### src/sv/flc_pkg.sv
// Shared types and constants for the full linear convolution block.
// Used by the tap cell, the controller and the top level; depends on nothing.
package flc_pkg;

    // Widths of the sample, coefficient, product and output words.
    localparam int DATA_W  = 16;
    localparam int PROD_W  = 32;
    localparam int ACC_W   = 37;
    localparam int IDX_W   = 5;
    localparam int TAPS_W  = 6;

    // Upper bound on the taps in use, set by the number of results one item may give.
    localparam int RESULT_LIMIT = 32;

    // Reset value of the taps-in-use register.
    localparam logic [TAPS_W-1:0] TAPS_RESET = 6'd32;

    // Request kinds carried on the input tuser bit.
    localparam logic REQ_COEF   = 1'b0;
    localparam logic REQ_SAMPLE = 1'b1;

    // Control word broadcast from the controller to every tap cell.
    typedef struct packed {
        logic                     shift;
        logic                     clear;
        logic                     coef_we;
        logic signed [DATA_W-1:0] shift_data;
    } cell_ctrl_t;

endpackage

### src/sv/flc_cell.sv
// One tap cell of the convolution chain: delay-line tap, coefficient, product
// and partial-sum registers. Depends on flc_pkg.
module flc_cell (
    input  logic                            clk,
    input  logic                            rst_n,
    input  flc_pkg::cell_ctrl_t             ctrl,
    input  logic                            coef_sel,
    input  logic                            tap_en,
    input  logic signed [flc_pkg::DATA_W-1:0] sample_in,
    input  logic signed [flc_pkg::DATA_W-1:0] coef_in,
    output logic signed [flc_pkg::DATA_W-1:0] sample_out,
    input  logic signed [flc_pkg::ACC_W-1:0]  acc_in,
    output logic signed [flc_pkg::ACC_W-1:0]  acc_out
);
    import flc_pkg::*;

    logic signed [DATA_W-1:0] d_reg;
    logic signed [DATA_W-1:0] c_reg;
    logic signed [PROD_W-1:0] prod_reg;
    logic signed [PROD_W-1:0] prod_next;
    logic signed [ACC_W-1:0]  acc_reg;
    logic signed [ACC_W-1:0]  acc_next;

    // Delay-line tap and coefficient, both cleared by reset.
    always_ff @(posedge clk or negedge rst_n)
    begin
        if (!rst_n)
        begin
            d_reg <= '0;
            c_reg <= '0;
        end
        else
        begin
            if (ctrl.clear)
            begin
                d_reg <= '0;
            end
            else if (ctrl.shift)
            begin
                d_reg <= sample_in;
            end
            if (ctrl.coef_we && coef_sel)
            begin
                c_reg <= coef_in;
            end
        end
    end

    // The product is registered from the delay-line tap and coefficient; the partial sum picks it up
    // as the wave passes this cell. Cells beyond the taps in use add nothing.
    always_comb
    begin
        prod_next = d_reg * c_reg;
        acc_next  = acc_in + (tap_en ? ACC_W'(prod_reg) : '0);
    end

    always_ff @(posedge clk)
    begin
        prod_reg <= prod_next;
        acc_reg  <= acc_next;
    end

    assign sample_out = d_reg;
    assign acc_out    = acc_reg;

endmodule

### config.mk
export PLATFORM = sky130hd
export DESIGN_NAME = flc_cell
export DESIGN_NICKNAME = d
export VERILOG_FILES = /design/src/sv/flc_pkg.sv /design/src/sv/flc_cell.sv
export SDC_FILE = /design/constraint.sdc
export NUM_CORES = 1
export LEC_CHECK = 0
export BUFFER_PORTS_ARGS = -buffer_cell sky130_fd_sc_hd__clkbuf_2
export CAP_MARGIN = 40
export CORE_MARGIN = 10
export CORE_UTILIZATION = 61
export DETAILED_ROUTE_END_ITERATION = 10
export PLACE_DENSITY = 0.82
export SLEW_MARGIN = 30
export SYNTH_ARGS = -nofsm -noshare
export SYNTH_HDL_FRONTEND = slang
export SYNTH_SLANG_ARGS = --single-unit
export TNS_END_PERCENT = 100
### constraint.sdc
create_clock -name clk -period 8.7 [get_ports clk]
set_input_delay 0.435 -clock clk [delete_from_list [all_inputs] [get_ports clk]]
set_output_delay 0.435 -clock clk [all_outputs]
set_load 0.05 [all_outputs]
==> impl_metrics.py, run 1 <==
metrics = {
    "layout": {
        "largest_register_ffs": 37,
        "instances_no_fill": 1923,
        "num-nets-final": 2072,
        "n_antenna_cell": 0,
        "post-route-util_pct": 66.7,
        "drive_above_1_share_pct": 11.1,
        "design_area_um2": 15600,
        "syn2layout_area_growth_pct": 8.39,
    },
    "worst_hold_path": {
        "min_from": "coef_in[8]",
        "holdCritPathClass": "primary input to flip-flop",
        "min_path_cells": 2,
        "min_to": "c_reg[8]",
    },
    "yosys": {
        "yosysTopAreaCell": "fa_1",
        "synthAdderAreaFrac_pct": 47.0,
        "syn_nets": 1973,
        "synth.most_common_cell": "inv_1",
        "synthSimpleGateAreaFrac_pct": 14.5,
        "yosysTopAreaCellShare_pct": 36.7,
        "synth_top_family_by_area": "adder cells",
        "yosys.area_share.xor_xnor_pct": 4.15,
        "synth_compound_area_share_pct": 7.96,
        "synthFlopType": "dfxtp_1",
        "synth_warnings": 0,
        "ys_seq_area_share_pct": 15.2,
        "synth.distinct_cells": 60,
        "async_flop_share_pct": 31.7,
        "synth_area_um2": 14400,
        "syn_inst": 1500,
        "ys_ff_latch": 101,
        "synth_edf_count": 0,
        "synthTopCellsByArea": "fa_1 37%, ha_1 10%, dfxtp_1 9.6%",
        "netlist_top_cells_count": "296 x inv_1, 263 x fa_1, 158 x and2_1, 137 x nand2_1, 118 x ha_1",
        "synthMuxAreaShare_pct": 2.37,
        "syn_avg_cell_area_um2": 9.57,
    },
    "placed_design": {
        "gp_congestion": 0.905,
        "post-place-cells": 1905,
        "placed_area_um2": 15200,
        "hpwl_mm": 25.9,
        "io_buffers": 128,
    },
    "cts": {
        "cts_setup_buffers": 0,
        "cts-buffers-inserted": 9,
        "clkLatencyLatePin_ps": 370,
        "cts_tree": "done",
        "cts-resized-gates": 0,
        "clock-sinks": 101,
        "h-tree-depth": 3,
        "cts_buffer_depth": 2,
        "hold_buffers": 0,
        "cts_root_buf": "clkbuf_16",
        "clk_pin_slew_ps": 80,
    },
    "timing": {
        "period_share_pct": 77.2,
        "tightest_slew_ps": 816,
        "fin_setup_tns_ps": 0,
        "slew_headroom_pct": 45.6,
        "clock_skew_ps": 17.2,
        "period_minus_slack_ps": 6720,
        "hold_viol_final": 0,
        "maxSlewViolCount": 0,
        "rsz0062_at_grt": "false",
        "whs_ps": 291,
        "setup_viol": 0,
        "fmax_ghz": 0.149,
    },
    "worst_setup_path": {
        "worst_r2r_startpoint": "sample_out[15]",
        "crit_arrival_ps": 7010,
        "end_kind": "flip-flop",
        "critical-path-slowest-cell": "dfrtp_1",
        "crit_fanout": 18,
        "r2r_end": "prod_reg[30]",
        "cp_data_required_time_ps": 8990,
        "reg2reg_slack_ps": 1980,
        "cp-start-kind": "flip-flop",
        "rr_worst_depth": 20,
        "crit_top_cell": "fa_1",
        "path_cells": "nand2_1, inv_1, fa_1, fa_1, fa_1, fa_1, fa_1, inv_1, fa_1, inv_1, ha_1, and3_1, a221oi_1, nor2_1, nor3_1, o31ai_2, a211oi_1, o41ai_2, a31oi_1, xnor2_1",
        "path_class": "flip-flop to flip-flop",
        "cpPeakStageDelay_ps": 820,
    },
    "floorplanning": {
        "die_y_um": 173,
        "start_util_pct": 61.5,
        "die_area_um2": 30100,
        "fp.dieW_um": 173,
        "core_area_um2": 23300,
        "row_count": 56,
        "io_pins": 145,
    },
    "job": {
        "drv_cap": 0,
    },
    "drt": {
        "num_vias": 10600,
        "viasPerCell": 5.49,
        "dr.first_iter.drc_count": 742,
        "drt_pass1_iterations": 5,
        "route.detailed.drc": 0,
        "drtAntennaViolNets": 0,
        "wire_per_inst_um": 17.1,
        "wl_mm": 32.9,
    },
    "global_routing": {
        "antenna_found_initial": 0,
        "grt_max_degree": 33,
        "grt_first_pass_wirelength_mm": 55.9,
        "first_global_vias": 11500,
        "overflow": 0,
        "track_usage_pct": 22.6,
    },
    "pwr": {
        "p_leak_nw": 8.15,
        "ir_worst_vdd_mv": 0.360,
        "p_per_area_nw_per_um2": 349,
    },
    "status": {
        "status": "finished clean",
    },
}
==> where the power goes <==
part | leakage (nW) | internal [mW] | switching [mW]
sequential | 0.981 | 0.684 | 0.125
combinational | 7.03 | 1.74 | 2.47
clock | 0.142 | 0.202 | 0.203
total | 8.15 | 2.62 | 2.80
==> metal layers <==
layer  routed length (um)  track usage (%)  vias up
li1                     -                -     4839
met1                13300             28.3     5189
met2                16200             38.3      472
met3                 2650             4.62       62
met4                  785             7.33        0
met5                    0                0        -
==> cell usage in the layout (no fill, tap or decap), types with 8 or more instances in the layout <==
cell	synthesis	routed
nand2_1	137	137
clkbuf_16	0	9
nor3_1	12	12
o21bai_1	8	8
mux2i_1	16	16
o21ai_0	24	24
nand2b_1	8	8
dfrtp_1	32	32
xor2_1	17	17
mux2_2	16	16
a31oi_1	8	8
nand3_1	14	14
clkbuf_2	0	128
and3_1	9	9
inv_1	296	296
a21o_1	23	23
fa_1	263	263
and2_1	158	158
nor2_1	64	64
dfxtp_1	69	69
ha_1	118	118
a21oi_1	45	45
xnor2_1	51	51
==> worst max-delay path by stage <==
stage	startpoint	to	slack (ps)	depth (start not counted)
global route	sample_out[15]	prod_reg[30]	1560	20
global placement	sample_out[15]	prod_reg[30]	2210	20
detailed placement	sample_out[15]	prod_reg[30]	2100	20
CTS	sample_out[7]	prod_reg[30]	2030	20
finish	sample_out[15]	prod_reg[30]	1980	20
floorplan	sample_out[15]	prod_reg[30]	2500	21
==> worst max-delay path, delay by kind of cell (launching register included) <==
kind / cells / cell delay, ps
simple gates: 4 / 750
buf+inv: 3 / 270
fa+ha+maj: 7 / 3380
compound gates: 5 / 1270
xor+xnor: 1 / 140
flops: 1 / 820
==> through the flow <==
step	power, mW	setup slack, ps
floorplan	4.08	2500
global placement	4.82	2210
detailed placement	4.98	2100
CTS	5.43	2030
global route	6.04	1560
finish	5.42	1980
==> logic make-up (layout without fill, tap and decap cells) <==
logic type | Yosys count | count (layout)
simple gates | 417 | 417
fa+ha+maj | 381 | 381
buf+inv | 338 | 442
compound gates | 163 | 163
flops | 101 | 101
xor+xnor | 68 | 68
mux | 32 | 32
==> layout make-up <==
cell class                      count  area [um^2]
Inverter                          296         1110
Sequential cell                   101         2180
Clock buffer                       10          229
Clock inverter                      6         62.6
Tap cell                          319          399
Multi-Input combinational cell   1061        10900
Timing Repair Buffer              130          671
Fill cell                        1861         7780
(Power assumes the default switching activity.)
==> inputs of run 2 (changes only) <==
==> constraint.sdc (replaced) <==
create_clock -name clk -period 6.34 [get_ports clk]
set_input_delay 0.317 -clock clk [delete_from_list [all_inputs] [get_ports clk]]
set_output_delay 0.317 -clock clk [all_outputs]
set_load 0.05 [all_outputs]
==> impl_metrics.py, run 2 (synthesis results as in run 1) <==
metrics = {
    "status": {
        "status": "finished clean",
    },
    "worst_setup_path": {
        "cp_data_required_time_ps": 6620,
        "endpoint": "prod_reg[30]",
        "crit_arrival_ps": 6380,
        "r2r_end": "prod_reg[30]",
        "startpoint": "c_reg[4]",
        "cp-start-kind": "flip-flop",
        "crit_fanout": 6,
        "rr_worst_depth": 22,
        "path_class": "flip-flop to flip-flop",
        "worst_r2r_startpoint": "c_reg[4]",
        "end_kind": "flip-flop",
        "reg2reg_slack_ps": 240,
    },
    "floorplanning": {
        "start_util_pct": 61.5,
        "fp.dieW_um": 173,
        "core_area_um2": 23300,
        "die_y_um": 173,
        "io_pins": 145,
        "row_count": 56,
        "die_area_um2": 30100,
    },
    "global_routing": {
        "track_usage_pct": 23.2,
        "grt_max_degree": 33,
        "first_global_vias": 11700,
        "grt_first_pass_wirelength_mm": 57.2,
        "overflow": 0,
        "antenna_found_initial": 0,
    },
    "placed_design": {
        "gp_congestion": 0.924,
        "io_buffers": 128,
        "hpwl_mm": 28.0,
        "pre_cts_slack_ps": 79.0,
    },
    "timing": {
        "fmax_ghz": 0.164,
        "tightest_slew_ps": 714,
        "hold_viol_final": 0,
        "maxSlewViolCount": 0,
        "setup_viol": 0,
        "fin_ws_ps": 240,
        "period_share_pct": 96.2,
        "clock_skew_ps": 19.8,
        "period_minus_slack_ps": 6100,
        "whs_ps": 175,
        "slew_headroom_pct": 52.3,
    },
    "cts": {
        "cts_tree": "done",
        "clk_pin_slew_ps": 80,
        "clkLatencyLatePin_ps": 370,
        "clock-sinks": 101,
        "cts_buffer_depth": 2,
        "cts-buffers-inserted": 9,
        "h-tree-depth": 3,
        "cts_root_buf": "clkbuf_16",
    },
    "pwr": {
        "p_per_area_nw_per_um2": 475,
        "ir_worst_vdd_mv": 0.337,
        "p_leak_nw": 8.42,
    },
    "job": {
        "drv_cap": 0,
    },
    "layout": {
        "multiInputGateArea_um2": 10900,
        "n_antenna_cell": 0,
        "drive_above_1_share_pct": 15.4,
        "fillerInstances": 1771,
        "num-nets-final": 2127,
        "post-route-util_pct": 68.8,
        "largest_register_ffs": 37,
        "final_common_cell": "inv_1",
        "mostFrequentLayoutCells": "296 x inv_1, 263 x fa_1, 158 x and2_1, 137 x nand2_1, 128 x clkbuf_2",
        "register_area_um2": 2210,
        "syn2layout_area_growth_pct": 11.9,
    },
    "drt": {
        "dr.first_iter.drc_count": 868,
        "drtAntennaViolNets": 0,
        "wl_mm": 34.2,
        "route.detailed.drc": 0,
        "viasPerCell": 5.47,
        "num_vias": 10800,
        "wire_per_inst_um": 17.3,
        "drt_pass1_iterations": 5,
    },
    "worst_hold_path": {
        "holdCritPathClass": "primary input to flip-flop",
    },
}
[run 2: cell types whose count changed in the layout (fill, tap and decap cells not counted), moves of 2 or more]
cell | previous run | this run
buf_2 | 0 | 2
buf_4 | 0 | 50
dfrtp_1 | 32 | 13
dfrtp_2 | 0 | 18
ha_1 | 118 | 116
ha_2 | 0 | 2
[run 2: final cells by class]
cell class / instances / share of cell area, %
Tap cell: 319 / 2.49
Clock inverter: 6 / 0.405
Sequential cell: 101 / 13.8
Timing Repair Buffer: 185 / 6.92
Inverter: 296 / 6.92
Clock buffer: 10 / 1.43
Multi-Input combinational cell: 1061 / 68.1
[run 2: layer usage]
layer / up-vias / GRT usage, % / share of wire, %
met4: 0 / 6.97 / 2.7
li1: 4941 / - / -
met2: 479 / 39.1 / 48
met5: - / 0 / 0
met3: 93 / 5.95 / 8.5
met1: 5301 / 28.7 / 41
[run 2: timing repair]
item	4_1_cts	5_1_grt
resized for setup	0	25
hold buffers	0	1
endpoints found under the setup margin	0	9
buffers inserted	0	13
hold endpoints to repair	0	5
[run 2: worst max-delay path, stage by stage (launching register included)]
cell	delay, ps
dfrtp_2	430
buf_2	190
and2_1	190
fa_1	530
inv_1	50
fa_1	460
fa_1	520
inv_1	60
fa_1	480
fa_1	500
inv_1	50
fa_1	480
inv_1	50
ha_1	360
a21o_1	190
a21oi_1	160
o21ai_0	140
a31oi_2	290
o31ai_2	120
a211oi_1	280
o41ai_2	130
a31oi_1	210
xnor2_1	140
[run 2: through the flow]
stage | cell area [um^2] | total power, mW | setup TNS (ps) | std cells
6_report | 16100 | 7.63 | 0 | 1978
3_5_place_dp | 15600 | 6.98 | 0 | 1947
2_1_floorplan | 14400 | 5.60 | 0 | 1500
3_3_place_gp | 15600 | 6.69 | 0 | 1947
4_1_cts | 15900 | 7.59 | 0 | 1963
5_1_grt | 16100 | 8.50 | -46.4 | 1978
[run 2: power breakdown]
part / internal, mW / switching (mW) / leakage (nW)
clock network: 0.280 / 0.282 / 0.144
registers: 0.942 / 0.114 / 0.958
logic: 2.54 / 3.47 / 7.31
total: 3.76 / 3.86 / 8.42
[run 2: worst min-delay path by stage]
stage,to,cells after the start,start,slack [ps]
4_1_cts,c_reg[5],1,rst_n,40
3_3_place_gp,sample_out[3],1,rst_n,420
2_1_floorplan,c_reg[0],0,rst_n,20
6_report,acc_out[0],2,acc_in[0],170
3_5_place_dp,sample_out[3],1,rst_n,430
5_1_grt,acc_out[0],2,acc_in[0],180
