$ cat config.mk
export PLATFORM = sky130hd
export DESIGN_NAME = flc_ctrl
export DESIGN_NICKNAME = d
export VERILOG_FILES = /design/src/sv/flc_pkg.sv /design/src/sv/flc_ctrl.sv
export SDC_FILE = /design/constraint.sdc
export NUM_CORES = 1
export LEC_CHECK = 0
export BUFFER_PORTS_ARGS = -buffer_cell sky130_fd_sc_hd__buf_2
export CORE_MARGIN = 3
export CORE_UTILIZATION = 41
export DETAILED_ROUTE_END_ITERATION = 10
export PLACE_DENSITY = 0.76
export SLEW_MARGIN = 20
export SYNTH_ARGS = -nofsm -noshare
export SYNTH_HDL_FRONTEND = slang
export SYNTH_SLANG_ARGS = --single-unit
export TNS_END_PERCENT = 1
$ cat constraint.sdc
create_clock -name clk -period 4 [get_ports clk]
set_clock_uncertainty 0.05 [all_clocks]
set_input_delay 0.2 -clock clk [delete_from_list [all_inputs] [get_ports clk]]
set_output_delay 0.2 -clock clk [all_outputs]
set_load 0.01 [all_outputs]
$ cat src/sv/flc_pkg.sv
// Shared types and constants for the full linear convolution block.
// Used by the tap cell, the controller and the top level; depends on nothing.
package flc_pkg;

    // Widths of the sample, coefficient, product and output words.
    localparam int DATA_W  = 16;
    localparam int PROD_W  = 32;
    localparam int ACC_W   = 37;
    localparam int IDX_W   = 5;
    localparam int TAPS_W  = 6;

    // Upper bound on the taps in use, set by the number of results one item may give.
    localparam int RESULT_LIMIT = 32;

    // Reset value of the taps-in-use register.
    localparam logic [TAPS_W-1:0] TAPS_RESET = 6'd32;

    // Request kinds carried on the input tuser bit.
    localparam logic REQ_COEF   = 1'b0;
    localparam logic REQ_SAMPLE = 1'b1;

    // Control word broadcast from the controller to every tap cell.
    typedef struct packed {
        logic                     shift;
        logic                     clear;
        logic                     coef_we;
        logic signed [DATA_W-1:0] shift_data;
    } cell_ctrl_t;

endpackage

$ cat src/sv/flc_ctrl.sv
// Sequencer of the convolution block: input and configuration handshakes,
// tail flush, wave timing and the output register. Depends on flc_pkg.
module flc_ctrl #(
    parameter int TAPS = 32
) (
    input  logic                              clk,
    input  logic                              rst_n,
    input  logic                              s_tvalid,
    output logic                              s_tready,
    input  logic                              req_type,
    input  logic                              sample_last,
    input  logic signed [flc_pkg::DATA_W-1:0] data_value,
    input  logic                              cfg_valid,
    output logic                              cfg_ready,
    input  logic [flc_pkg::TAPS_W-1:0]        cfg_data,
    input  logic signed [flc_pkg::ACC_W-1:0]  acc_sel,
    output flc_pkg::cell_ctrl_t               ctrl,
    output logic [flc_pkg::TAPS_W-1:0]        act_taps,
    output logic                              m_valid,
    input  logic                              m_ready,
    output logic signed [flc_pkg::ACC_W-1:0]  m_value,
    output logic                              m_last
);
    import flc_pkg::*;

    localparam int TAP_LIMIT = (TAPS < RESULT_LIMIT) ? TAPS : RESULT_LIMIT;

    localparam logic ST_IDLE = 1'b0;
    localparam logic ST_CALC = 1'b1;

    logic                     state_reg;
    logic                     state_next;
    logic [TAPS_W-1:0]        taps_reg;
    logic [TAPS_W-1:0]        cnt_reg;
    logic [TAPS_W-1:0]        cnt_next;
    logic [TAPS_W-1:0]        rem_reg;
    logic [TAPS_W-1:0]        rem_next;
    logic                     last_reg;
    logic                     last_next;
    logic                     m_valid_reg;
    logic                     m_valid_next;
    logic signed [ACC_W-1:0]  m_value_reg;
    logic                     m_last_reg;
    logic [TAPS_W-1:0]        act;
    logic                     accept;
    logic                     done_calc;
    logic                     capture;

    // Clamp the configured tap count to the range the chain supports.
    always_comb
    begin
        act = taps_reg;
        if (taps_reg == '0)
        begin
            act = TAPS_W'(1);
        end
        else if (taps_reg > TAPS_W'(TAP_LIMIT))
        begin
            act = TAPS_W'(TAP_LIMIT);
        end
    end

    assign s_tready  = (state_reg == ST_IDLE);
    assign cfg_ready = 1'b1;
    assign accept    = s_tvalid && s_tready;

    // Done once the sum wave has reached the last active cell; the counter restarts at each shift.
    assign done_calc = (state_reg == ST_CALC) && (cnt_reg == act + TAPS_W'(1));
    assign capture   = done_calc && (!m_valid_reg || m_ready);

    // Cell controls: shift a sample in, shift a zero in during the tail, write a
    // coefficient, or clear the delay line after the final output.
    always_comb
    begin
        ctrl.shift      = (accept && (req_type == REQ_SAMPLE)) || (capture && (rem_reg != '0));
        ctrl.clear      = capture && (rem_reg == '0) && last_reg;
        ctrl.coef_we    = accept && (req_type == REQ_COEF);
        ctrl.shift_data = capture ? '0 : data_value;
    end

    // Sequencer next state.
    always_comb
    begin
        state_next = state_reg;
        cnt_next   = cnt_reg;
        rem_next   = rem_reg;
        last_next  = last_reg;
        unique case (state_reg)
            ST_IDLE:
            begin
                if (accept && (req_type == REQ_SAMPLE))
                begin
                    state_next = ST_CALC;
                    cnt_next   = '0;
                    last_next  = sample_last;
                    rem_next   = sample_last ? (act - TAPS_W'(1)) : '0;
                end
            end
            ST_CALC:
            begin
                if (capture)
                begin
                    if (rem_reg != '0)
                    begin
                        rem_next = rem_reg - TAPS_W'(1);
                        cnt_next = '0;
                    end
                    else
                    begin
                        state_next = ST_IDLE;
                        last_next  = 1'b0;
                    end
                end
                else if (!done_calc)
                begin
                    cnt_next = cnt_reg + TAPS_W'(1);
                end
            end
            default:
            begin
                state_next = ST_IDLE;
            end
        endcase
    end

    // Output register valid flag.
    always_comb
    begin
        m_valid_next = m_valid_reg;
        if (capture)
        begin
            m_valid_next = 1'b1;
        end
        else if (m_ready)
        begin
            m_valid_next = 1'b0;
        end
    end

    // Control registers.
    always_ff @(posedge clk or negedge rst_n)
    begin
        if (!rst_n)
        begin
            state_reg   <= ST_IDLE;
            taps_reg    <= TAPS_RESET;
            cnt_reg     <= '0;
            rem_reg     <= '0;
            last_reg    <= 1'b0;
            m_valid_reg <= 1'b0;
        end
        else
        begin
            state_reg   <= state_next;
            cnt_reg     <= cnt_next;
            rem_reg     <= rem_next;
            last_reg    <= last_next;
            m_valid_reg <= m_valid_next;
            if (cfg_valid && cfg_ready)
            begin
                taps_reg <= cfg_data;
            end
        end
    end

    // Output payload.
    always_ff @(posedge clk)
    begin
        if (capture)
        begin
            m_value_reg <= acc_sel;
            m_last_reg  <= last_reg && (rem_reg == '0);
        end
    end

    assign act_taps = act;
    assign m_valid  = m_valid_reg;
    assign m_value  = m_value_reg;
    assign m_last   = m_last_reg;

endmodule

==> key figures, run 1 <==
Run status
  – Outcome: complete, no violations

Worst hold path
  – Tightest Hold Check Type: in -> reg
  – Worst Hold Depth: 1
  – Hold wc startpoint: acc_sel[20]
  – Worst hold endpoint: m_value[20]

Clocking
  – CTS Buffer Depth: 2
  – Clock sinks: 59
  – Root Buffer: clkbuf_8
  – CTS tree: yes
  – TritonCTS buffer count: 9
  – H-tree levels: 3
  – Post-CTS resize count: 0
  – Clk Latency, worst-skew pair: 0.33 ns
  – Clock slew at reported path FFs: approximately 0.070 ns

Critical path
  – Crit path cell chain: or4_4, a21oi_4, inv_1, ha_1, xnor2_1, nand3_1, mux2i_1, nand4_1, nor2_4, buf_12, and2_1, buf_2
  – Crit start category: flop
  – CP max FO: 55
  – CP max stage cell: or4_4
  – Worst r2r src: taps_reg[2]
  – CP top delay family: simple AND/OR/NAND/NOR gates
  – CP peak stage delay: 0.57 ns
  – CP Class: reg -> out
  – FF-to-FF End: rem_reg[2]
  – R2R depth: 12
  – Nature of the critical path endpoint: output port
  – R2r setup slk: 0.64 ns
  – CP bufs+invs: 3
  – Worst Path Required: 3.75 ns
  – CP Data Arrival Time: 3.44 ns

Global routing
  – Initial antenna violation count: 0
  – Global Route Usage Sum: 0.190
  – Vias in the first global route: between 2000 and 2500
  – Total gr overflow: 0
  – Largest net degree at the start of global routing: 56
  – Global-route wire length before repair: 10.8 mm

STA
  – Setup_tns: 0 ns
  – Final period util: 0.921
  – Hold slack: 0.0266 ns
  – Slew HR: 0.643
  – Final min period: 3.69 ns
  – Final Hold Viols: 0
  – Worst-Margin Slew: 0.536 ns
  – Final worst-path setup slack: roughly 0.31 ns
  – Peak Freq: 271 MHz
  – Final Max Tran Viols: 0
  – Setup violators final: 0
  – Unrepaired setup endpoints after global routing: false

Finish
  – Ratio of cells with drive above 1 in the final layout: 0.417
  – Most common cell after layout, fill and taps aside: buf_2
  – Final cell count without fillers: 466
  – Max FFs per register: 37
  – # diodes: 0
  – Most frequent cells in the layout: buf_2, edfxtp_1, dlygate4sd3_1
  – Final #Nets: approximately 460
  – Area delta synth->final: 50.6%

Route
  – Vias per Instance: ~4.8
  – TritonRoute pass-1 iters: 4
  – Post-detailed-route count of antenna-violating nets: 0
  – Final wirelength: 6.98 mm
  – DRC: 0
  – Routed WL per cell: 15.0 um
  – Via Count: 2244
  – Starting DRT DRC Count: 63

Die
  – Std-Cell Rows: 28
  – Die height: 85.9 um
  – Die X: approximately 86 um
  – I/O pins: 132
  – Starting density of the core: 0.431
  – Core box area: a little over 6000 um^2
  – Die area: 7370 um^2

Place
  – IO Port Bufs: 130
  – HPWL Detailed: between 4 and 5 mm
  – DP Worst Slack: 0.646 ns
  – Inst Count DP: ~410
  – GPL Wtd Cong: 0.873

Power
  – PD cells: 451 nW/um^2
  – Worst vdd ir: 0.265 mV
  – LEAKAGE: 1.79 nW

Yosys
  – Cells after synthesis: 214
  – Post-synth EDFFs: 38
  – Post-Syn Nets: between 200 and 300
  – Register area share after synthesis: 0.638
  – Avg Cell Area, Syn: around 12 um^2
  – Top FF cell, synth: edfxtp_1
  – Yosys Warn Count: 0
  – Synth async-reset ratio: 0.356
  – Netlist cell types: 46
  – #FFs+latches synth: between 50 and 60
  – Synth Cell Area: 2620 um^2

Flow run
  – Max-cap violations: 0
==> cell type report <==
| class | count | area [um^2] |
|---|---|---|
| fill | 457 | 2120 |
| clock buffer | 9 | 124 |
| inverter | 10 | 37.5 |
| multi-input combinational | 137 | 875 |
| tap | 75 | 93.8 |
| sequential | 59 | 1670 |
| clock inverter | 7 | 91.3 |
| timing repair buffer | 169 | 1050 |
==> metal layers <==
metal | wire length, um | vias to the layer above | global-route usage
met4 | 34 | 0 | 0.0432
li1 | - | 1104 | -
met1 | 2850 | 1039 | 0.240
met3 | 604 | 5 | 0.0596
met2 | 3490 | 96 | 0.321
met5 | 0 | - | 0
==> cell usage after synthesis (all sizes together) (2+ instances only) <==
library cell   n  area share
xor2           7       0.023
mux2           5       0.022
ha             4       0.019
o22ai          2      0.0048
nand2         13       0.019
nor3           6       0.011
edfxtp        38        0.44
clkbuf         5      0.0072
nor2          15       0.024
a21oi         12       0.027
o21ai         13       0.025
or3            2      0.0053
buf            3      0.0091
dfrtp         20        0.19
nand3         11       0.021
xnor2          2      0.0067
inv           10       0.014
mux2i          3       0.011
and2           2      0.0048
or4            2      0.0072
nand4          3      0.0072
nor2b         20       0.049
o31a           2      0.0072
==> power by group <==
part | switching [mW] | internal (mW) | leakage, nW | total, mW
Combinational | 0.194 | 0.189 | 1.10 | 0.383
Sequential | 0.0733 | 0.740 | 0.579 | 0.813
Clock | 0.233 | 0.349 | 0.109 | 0.582
==> per-stage QoR <==
step / power (mW) / utilization / area [um^2]
after detailed placement: 1.18 / 0.553 / 3350
after floorplan: 1.03 / - / 2620
after CTS: 1.80 / 0.650 / 3940
after global routing: 1.88 / 0.650 / 3940
final: 1.78 / 0.650 / 3940
after global placement: 1.16 / 0.553 / 3350
==> kinds of logic after synthesis <==
kind of cell | count (synthesis) | share of synthesized area
simple gates | 81 | 0.169
flops | 59 | 0.638
compound gates | 34 | 0.0790
buf+inv | 18 | 0.0306
xor+xnor | 9 | 0.0301
mux | 8 | 0.0330
fa+ha+maj | 4 | 0.0191
other cells | 1 | 0.00143
==> worst register-to-register path, delay by kind of cell (launching register included) <==
kind | cells | cell delay, ns
xor+xnor | 1 | 0.21
mux | 1 | 0.15
buf+inv | 2 | 0.31
flops | 1 | 0.44
fa+ha+maj | 1 | 0.31
simple gates | 4 | 1.34
compound gates | 3 | 0.41
==> worst max path at each step <==
stage	from	end	slack [ns]	cells after the start
after floorplan	taps_reg[2]	ctrl[17]	0.43	12
after global placement	taps_reg[2]	ctrl[17]	0.77	12
after detailed placement	taps_reg[2]	rem_reg[2]	0.65	12
after CTS	taps_reg[2]	ctrl[17]	0.26	12
after global routing	taps_reg[2]	ctrl[17]	0.05	12
final	taps_reg[2]	ctrl[17]	0.31	12
==> repair_timing <==
item | 4_1_cts | 5_1_grt
hold endpoints to repair | 56 | 0
hold buffers | 37 | 0
endpoints found under the setup margin | 0 | 0
setup buffers | 0 | 0
(Power assumes the default switching activity.)
==> run 2: changes to the inputs <==
Settings changed: CORE_UTILIZATION 41 to 49, GPL_ROUTABILITY_DRIVEN set to 0, PLACE_DENSITY 0.76 to 0.85.
Clock period 4 ns to 4.4 ns, I/O delays scaled along.
==> run 2 against run 1 <==
  * Combinational power decreased by 13%
  * Utilization increased by 8.7 points
  * Sequential share of layout area increased by 3.4 points
==> key figures, run 2 (same netlist as run 1, synthesis figures left out) <==
Finish
  – Most common cell after layout, fill and taps aside: buf_2
  – Ratio of cells with drive above 1 in the final layout: 0.436 (+0.0191)
  – Final cell count without fillers: 434 (-6.9%)
  – Max FFs per register: 37 (unchanged)
  – # diodes: 0 (unchanged)
  – Most frequent cells in the layout: buf_2, edfxtp_1, dfrtp_1
  – Final #Nets: 432 (-5.3%)
  – Area delta synth->final: 39.3%
  – Fin util: 0.737 (+0.0873)

Critical path
  – CP peak stage delay: 0.57 ns (about the same)
  – CP max FO: 11 (-80%)
  – Crit path to: ctrl[18]
  – CP Class: reg -> out
  – CP top delay family: simple AND/OR/NAND/NOR gates
  – R2R depth: 12 (unchanged)
  – Crit start category: flop
  – Worst Setup SP: taps_reg[2]
  – Nature of the critical path endpoint: output port
  – CP bufs+invs: 3 (unchanged)
  – Levels on crit path: 11 (-1)
  – Worst Path Required: 4.13 ns (+0.38 ns)
  – Worst r2r src: taps_reg[2]
  – FF-to-FF End: rem_reg[2]
  – Crit path cell chain: or4_4, a21oi_4, inv_1, ha_1, xnor2_1, nand3_1, mux2i_1, nand4_1, o31a_2, inv_2, buf_2
  – R2r setup slk: 0.75 ns (+0.11 ns)
  – CP max stage cell: or4_4
  – CP Data Arrival Time: 3.73 ns (+0.29 ns)

Die
  – Die area: 6250 um^2 (-15%)
  – Starting density of the core: 0.529 (+0.0977)
  – Die X: 79.1 um (-7.9%)
  – Core box area: 4940 um^2 (-18%)
  – Die height: 79.1 um (-7.9%)
  – I/O pins: 132 (unchanged)
  – Std-Cell Rows: 25 (-11%)

Global routing
  – Total gr overflow: 0 (unchanged)
  – Global-route wire length before repair: 10.1 mm (-5.8%)
  – Vias in the first global route: 2017 (-6.1%)
  – Global Route Usage Sum: 0.214 (+0.0237)
  – Largest net degree at the start of global routing: 59 (+5.4%)
  – Initial antenna violation count: 0 (unchanged)

STA
  – Final Hold Viols: 0 (unchanged)
  – Peak Freq: 250 MHz
  – Setup_tns: 0 ns (unchanged)
  – Slew HR: 0.647 (+0.00411)
  – Worst-Margin Slew: 0.528 ns (-0.00774 ns)
  – Final Max Tran Viols: 0 (unchanged)
  – Setup violators final: 0 (unchanged)
  – Final period util: 0.908
  – Final min period: 4.00 ns
  – Unrepaired setup endpoints after global routing: false

Power
  – Total Power: 1.49 mW (-16%)
  – Worst vdd ir: 0.289 mV (+9.0%)
  – LEAKAGE: 1.66 nW (-7.4%)
  – PD cells: 408 nW/um^2 (-9.6%)

Run status
  – Outcome: complete, no violations

Clocking
  – Post-CTS resize count: 0 (unchanged)
  – Clock slew at reported path FFs: 0.07 ns (about the same)
  – CTS tree: yes
  – H-tree levels: 3 (unchanged)
  – CTS Buffer Depth: 2 (unchanged)
  – Clk Latency, worst-skew pair: 0.33 ns (about the same)
  – Root Buffer: clkbuf_8
  – TritonCTS buffer count: 9 (unchanged)
  – Clock sinks: 59 (unchanged)
  – Post-CTS setup buffers: 0 (unchanged)

Route
  – Final wirelength: 6.91 mm (-1.0%)
  – DRC: 0 (unchanged)
  – Starting DRT DRC Count: 78 (+24%)
  – Vias per Instance: 5.05 (+4.9%)
  – Routed WL per cell: 15.9 um (+6.3%)
  – Post-detailed-route count of antenna-violating nets: 0 (unchanged)
  – TritonRoute pass-1 iters: 4 (unchanged)
  – Via Count: 2193 (-2.3%)

Place
  – Inst Count DP: 404 (-2.2%)
  – HPWL Detailed: 4.84 mm (+0.91%)
  – IO Port Bufs: 130 (unchanged)

Worst hold path
  – Hold wc startpoint: acc_sel[1]
  – Tightest Hold Check Type: in -> reg
  – Worst Hold Depth: 1 (unchanged)

Flow run
  – Max-cap violations: 0 (unchanged)
==> run 2: cell types whose count changed in the layout (fill, tap and decap cells not counted), sizes merged <==
cell,before,now
buf,132,131
dlygate4sd3,37,14
bufinv,2,0
clkinvlp,1,3
==> run 2: how the worst min path moves through the flow <==
stage                   to  slack (ns)
6_report        m_value[1]        0.01
5_1_grt         m_value[1]      -0.006
4_1_cts        m_value[15]      0.0002
3_5_place_dp   taps_reg[3]        0.15
3_3_place_gp   taps_reg[3]        0.15
2_1_floorplan   cnt_reg[0]       -0.13
==> run 2: what timing repair did <==
action,in CTS,in global routing
hold buffers,9,5
endpoints found under the setup margin,0,0
endpoints found under the hold margin,28,5
==> run 2: per-layer routing <==
metal / up-vias / global-route usage / routed length (um)
li1: 1056 / - / -
met2: 110 / 0.370 / 3540
met1: 1021 / 0.248 / 2700
met4: 0 / 0.0722 / 61
met5: - / 0 / 0
met3: 6 / 0.0737 / 604
==> run 2: per-stage QoR <==
step           hold WS [ns]  setup slack [ns]  cell area [um^2]
2_1_floorplan        -0.126             0.152              2620
3_3_place_gp          0.148             0.907              3330
3_5_place_dp          0.150             0.798              3330
4_1_cts            0.000234             0.417              3590
5_1_grt            -0.00648             0.131              3640
6_report             0.0145             0.403              3640
==> run 2: layout make-up <==
type,instances,area (um^2)
inverter,10,37.5
tap,67,83.8
sequential,59,1670
multi-input combinational,137,875
fill,371,1300
timing repair buffer,145,811
clock inverter,7,43.8
clock buffer,9,124
==> run 2: power by group <==
group	total [mW]	internal, mW	switching [mW]
Clock	0.416	0.201	0.215
Combinational	0.335	0.159	0.176
Sequential	0.736	0.672	0.0642
==> run 3: changes to the inputs <==
Settings changed: BUFFER_PORTS_ARGS -buffer_cell sky130_fd_sc_hd__buf_2 to -buffer_cell sky130_fd_sc_hd__buf_4.
==> run 3 against run 2 <==
  * Power up 14%
  * Combinational power rose by 20%
  * Routed wire length up 35%
  * Cell count rose by 3.9%
  * Non-clock buffer count up 17
  * Die area unchanged
  * Critical path depth increased by 2
  * Final area rose by 15%
  * Clock power grew 32%
  * Critical path type unchanged
  * Critical endpoint is now ctrl[10]
  * Largest cell class unchanged
  * Largest power group unchanged
==> key figures, run 3 (same netlist as run 1, synthesis figures left out) <==
STA
  – Setup violators final: 0 (unchanged)
  – Final min period: 3.90 ns (-0.0953 ns)
  – Worst-Margin Slew: 0.559 ns (+0.0311 ns)
  – Unrepaired setup endpoints after global routing: false
  – Slew HR: 0.624 (-0.0231)
  – Peak Freq: 256 MHz (+2.4%)
  – Final Hold Viols: 0 (unchanged)
  – Final period util: 0.887 (-0.0217)
  – Setup_tns: 0 ns (unchanged)
  – Hold slack: 0.0130 ns (-0.00154 ns)
  – Final Max Tran Viols: 0 (unchanged)

Critical path
  – R2r setup slk: 0.98 ns (+0.23 ns)
  – Nature of the critical path endpoint: output port
  – Crit start category: flop
  – CP Class: reg -> out
  – Worst Path Required: 4.13 ns (about the same)
  – CP max FO: 46 (+35)
  – CP Data Arrival Time: 3.63 ns (-0.10 ns)

Finish
  – Ratio of cells with drive above 1 in the final layout: 0.417 (-0.0193)
  – Most frequent cells in the layout: buf_4, edfxtp_1, dlygate4sd3_1
  – # diodes: 0 (unchanged)
  – Final #Nets: 449 (+3.9%)
  – Most common cell after layout, fill and taps aside: buf_4
  – Max FFs per register: 37 (unchanged)
  – Area delta synth->final: 59.7%

Global routing
  – Total gr overflow: 0 (unchanged)
  – Vias in the first global route: 2275 (+13%)
  – Global-route wire length before repair: 12.6 mm (+24%)
  – Largest net degree at the start of global routing: 47 (-20%)
  – Initial antenna violation count: 0 (unchanged)
  – Global Route Usage Sum: 0.273 (+0.0590)

Clocking
  – Clock slew at reported path FFs: 0.07 ns (about the same)
  – Post-CTS resize count: 0 (unchanged)
  – Clk Latency, worst-skew pair: 0.34 ns (about the same)
  – CTS tree: yes
  – Clock sinks: 59 (unchanged)
  – TritonCTS buffer count: 9 (unchanged)
  – Root Buffer: clkbuf_8
  – H-tree levels: 3 (unchanged)
  – CTS Buffer Depth: 2 (unchanged)

Place
  – HPWL Detailed: 5.16 mm (+6.5%)
  – IO Port Bufs: 130 (unchanged)

Power
  – PD cells: 406 nW/um^2 (-0.49%)
  – Worst vdd ir: 0.237 mV (-18%)
  – LEAKAGE: 1.86 nW (+12%)

Route
  – DRC: 0 (unchanged)
  – Vias per Instance: 5.43 (+7.5%)
  – Post-detailed-route count of antenna-violating nets: 0 (unchanged)
  – Routed WL per cell: 20.6 um (+30%)
  – Starting DRT DRC Count: 206 (+160%)
  – Via Count: 2450 (+12%)
  – TritonRoute pass-1 iters: 5 (+1)
  – Final wirelength: 9.31 mm (+35%)

Die
  – Die area: 6250 um^2 (unchanged)
  – I/O pins: 132 (unchanged)
  – Starting density of the core: 0.529 (unchanged)
  – Core box area: 4940 um^2 (unchanged)
  – Die height: 79.1 um (unchanged)
  – Std-Cell Rows: 25 (unchanged)
  – Die X: 79.1 um (unchanged)

Run status
  – Outcome: complete, no violations

Flow run
  – Max-cap violations: 0 (unchanged)

Worst hold path
  – Tightest Hold Check Type: in -> reg
==> run 3: path summary, 6_finish.rpt <==
kind | from | endpoint | depth (start not counted)
min reg2reg | last_reg | last_reg | 2
max in group asynchronous | rst_n | taps_reg[5] | 2
max | taps_reg[2] | ctrl[10] | 13
max reg2reg | taps_reg[2] | rem_reg[5] | 13
min in group asynchronous | rst_n | taps_reg[3] | 2
min | acc_sel[20] | m_value[20] | 1
==> run 3: worst max-delay path, cell delays in order, from the launching register on <==
cell and delay, ns:
dfrtp_1 0.44, or4_4 0.57, a21oi_4 0.24, inv_1 0.07, ha_1 0.33, xnor2_1 0.21, nand3_1 0.10, mux2i_1 0.15
nand4_1 0.10, buf_4 0.20, nor2_4 0.30, buf_12 0.29, nor2b_1 0.11, buf_4 0.15
==> run 3: final cells by class <==
class	count	area (um^2)
repair buffers	162	1300
clock inverters	5	77.6
inverters	10	37.5
well taps	67	83.8
multi-input cells	137	875
fillers	244	766
flip-flops and latches	59	1670
clock buffers	11	131
==> run 3: what timing repair did <==
action,in CTS,in global routing
endpoints found under the hold margin,41,9
hold buffers,21,9
buffers inserted,0,0
==> run 3: routing by layer <==
metal	up-vias	routed length [um]	global-route usage
li1	1088	-	-
met4	0	265	0.0842
met3	28	978	0.0918
met2	169	4630	0.476
met5	-	0	0
met1	1165	3430	0.318
==> run 3: per-stage QoR <==
| stage | util | setup slack, ns | power, mW | instances | cell area, um^2 |
|---|---|---|---|---|---|
| 6_report | 0.845 | 0.499 | 1.70 | 451 | 4180 |
| 4_1_cts | 0.827 | 0.588 | 1.66 | 442 | 4090 |
| 3_3_place_gp | 0.742 | 1.08 | 1.10 | 405 | 3670 |
| 2_1_floorplan | - | 0.152 | 0.939 | 214 | 2620 |
| 3_5_place_dp | 0.742 | 0.963 | 1.11 | 405 | 3670 |
| 5_1_grt | 0.845 | 0.312 | 1.77 | 451 | 4180 |
==> run 3: power by group <==
part	switching [mW]	total (mW)	internal, mW
clock	0.233	0.550	0.318
combinational	0.193	0.403	0.210
sequential	0.0709	0.743	0.673
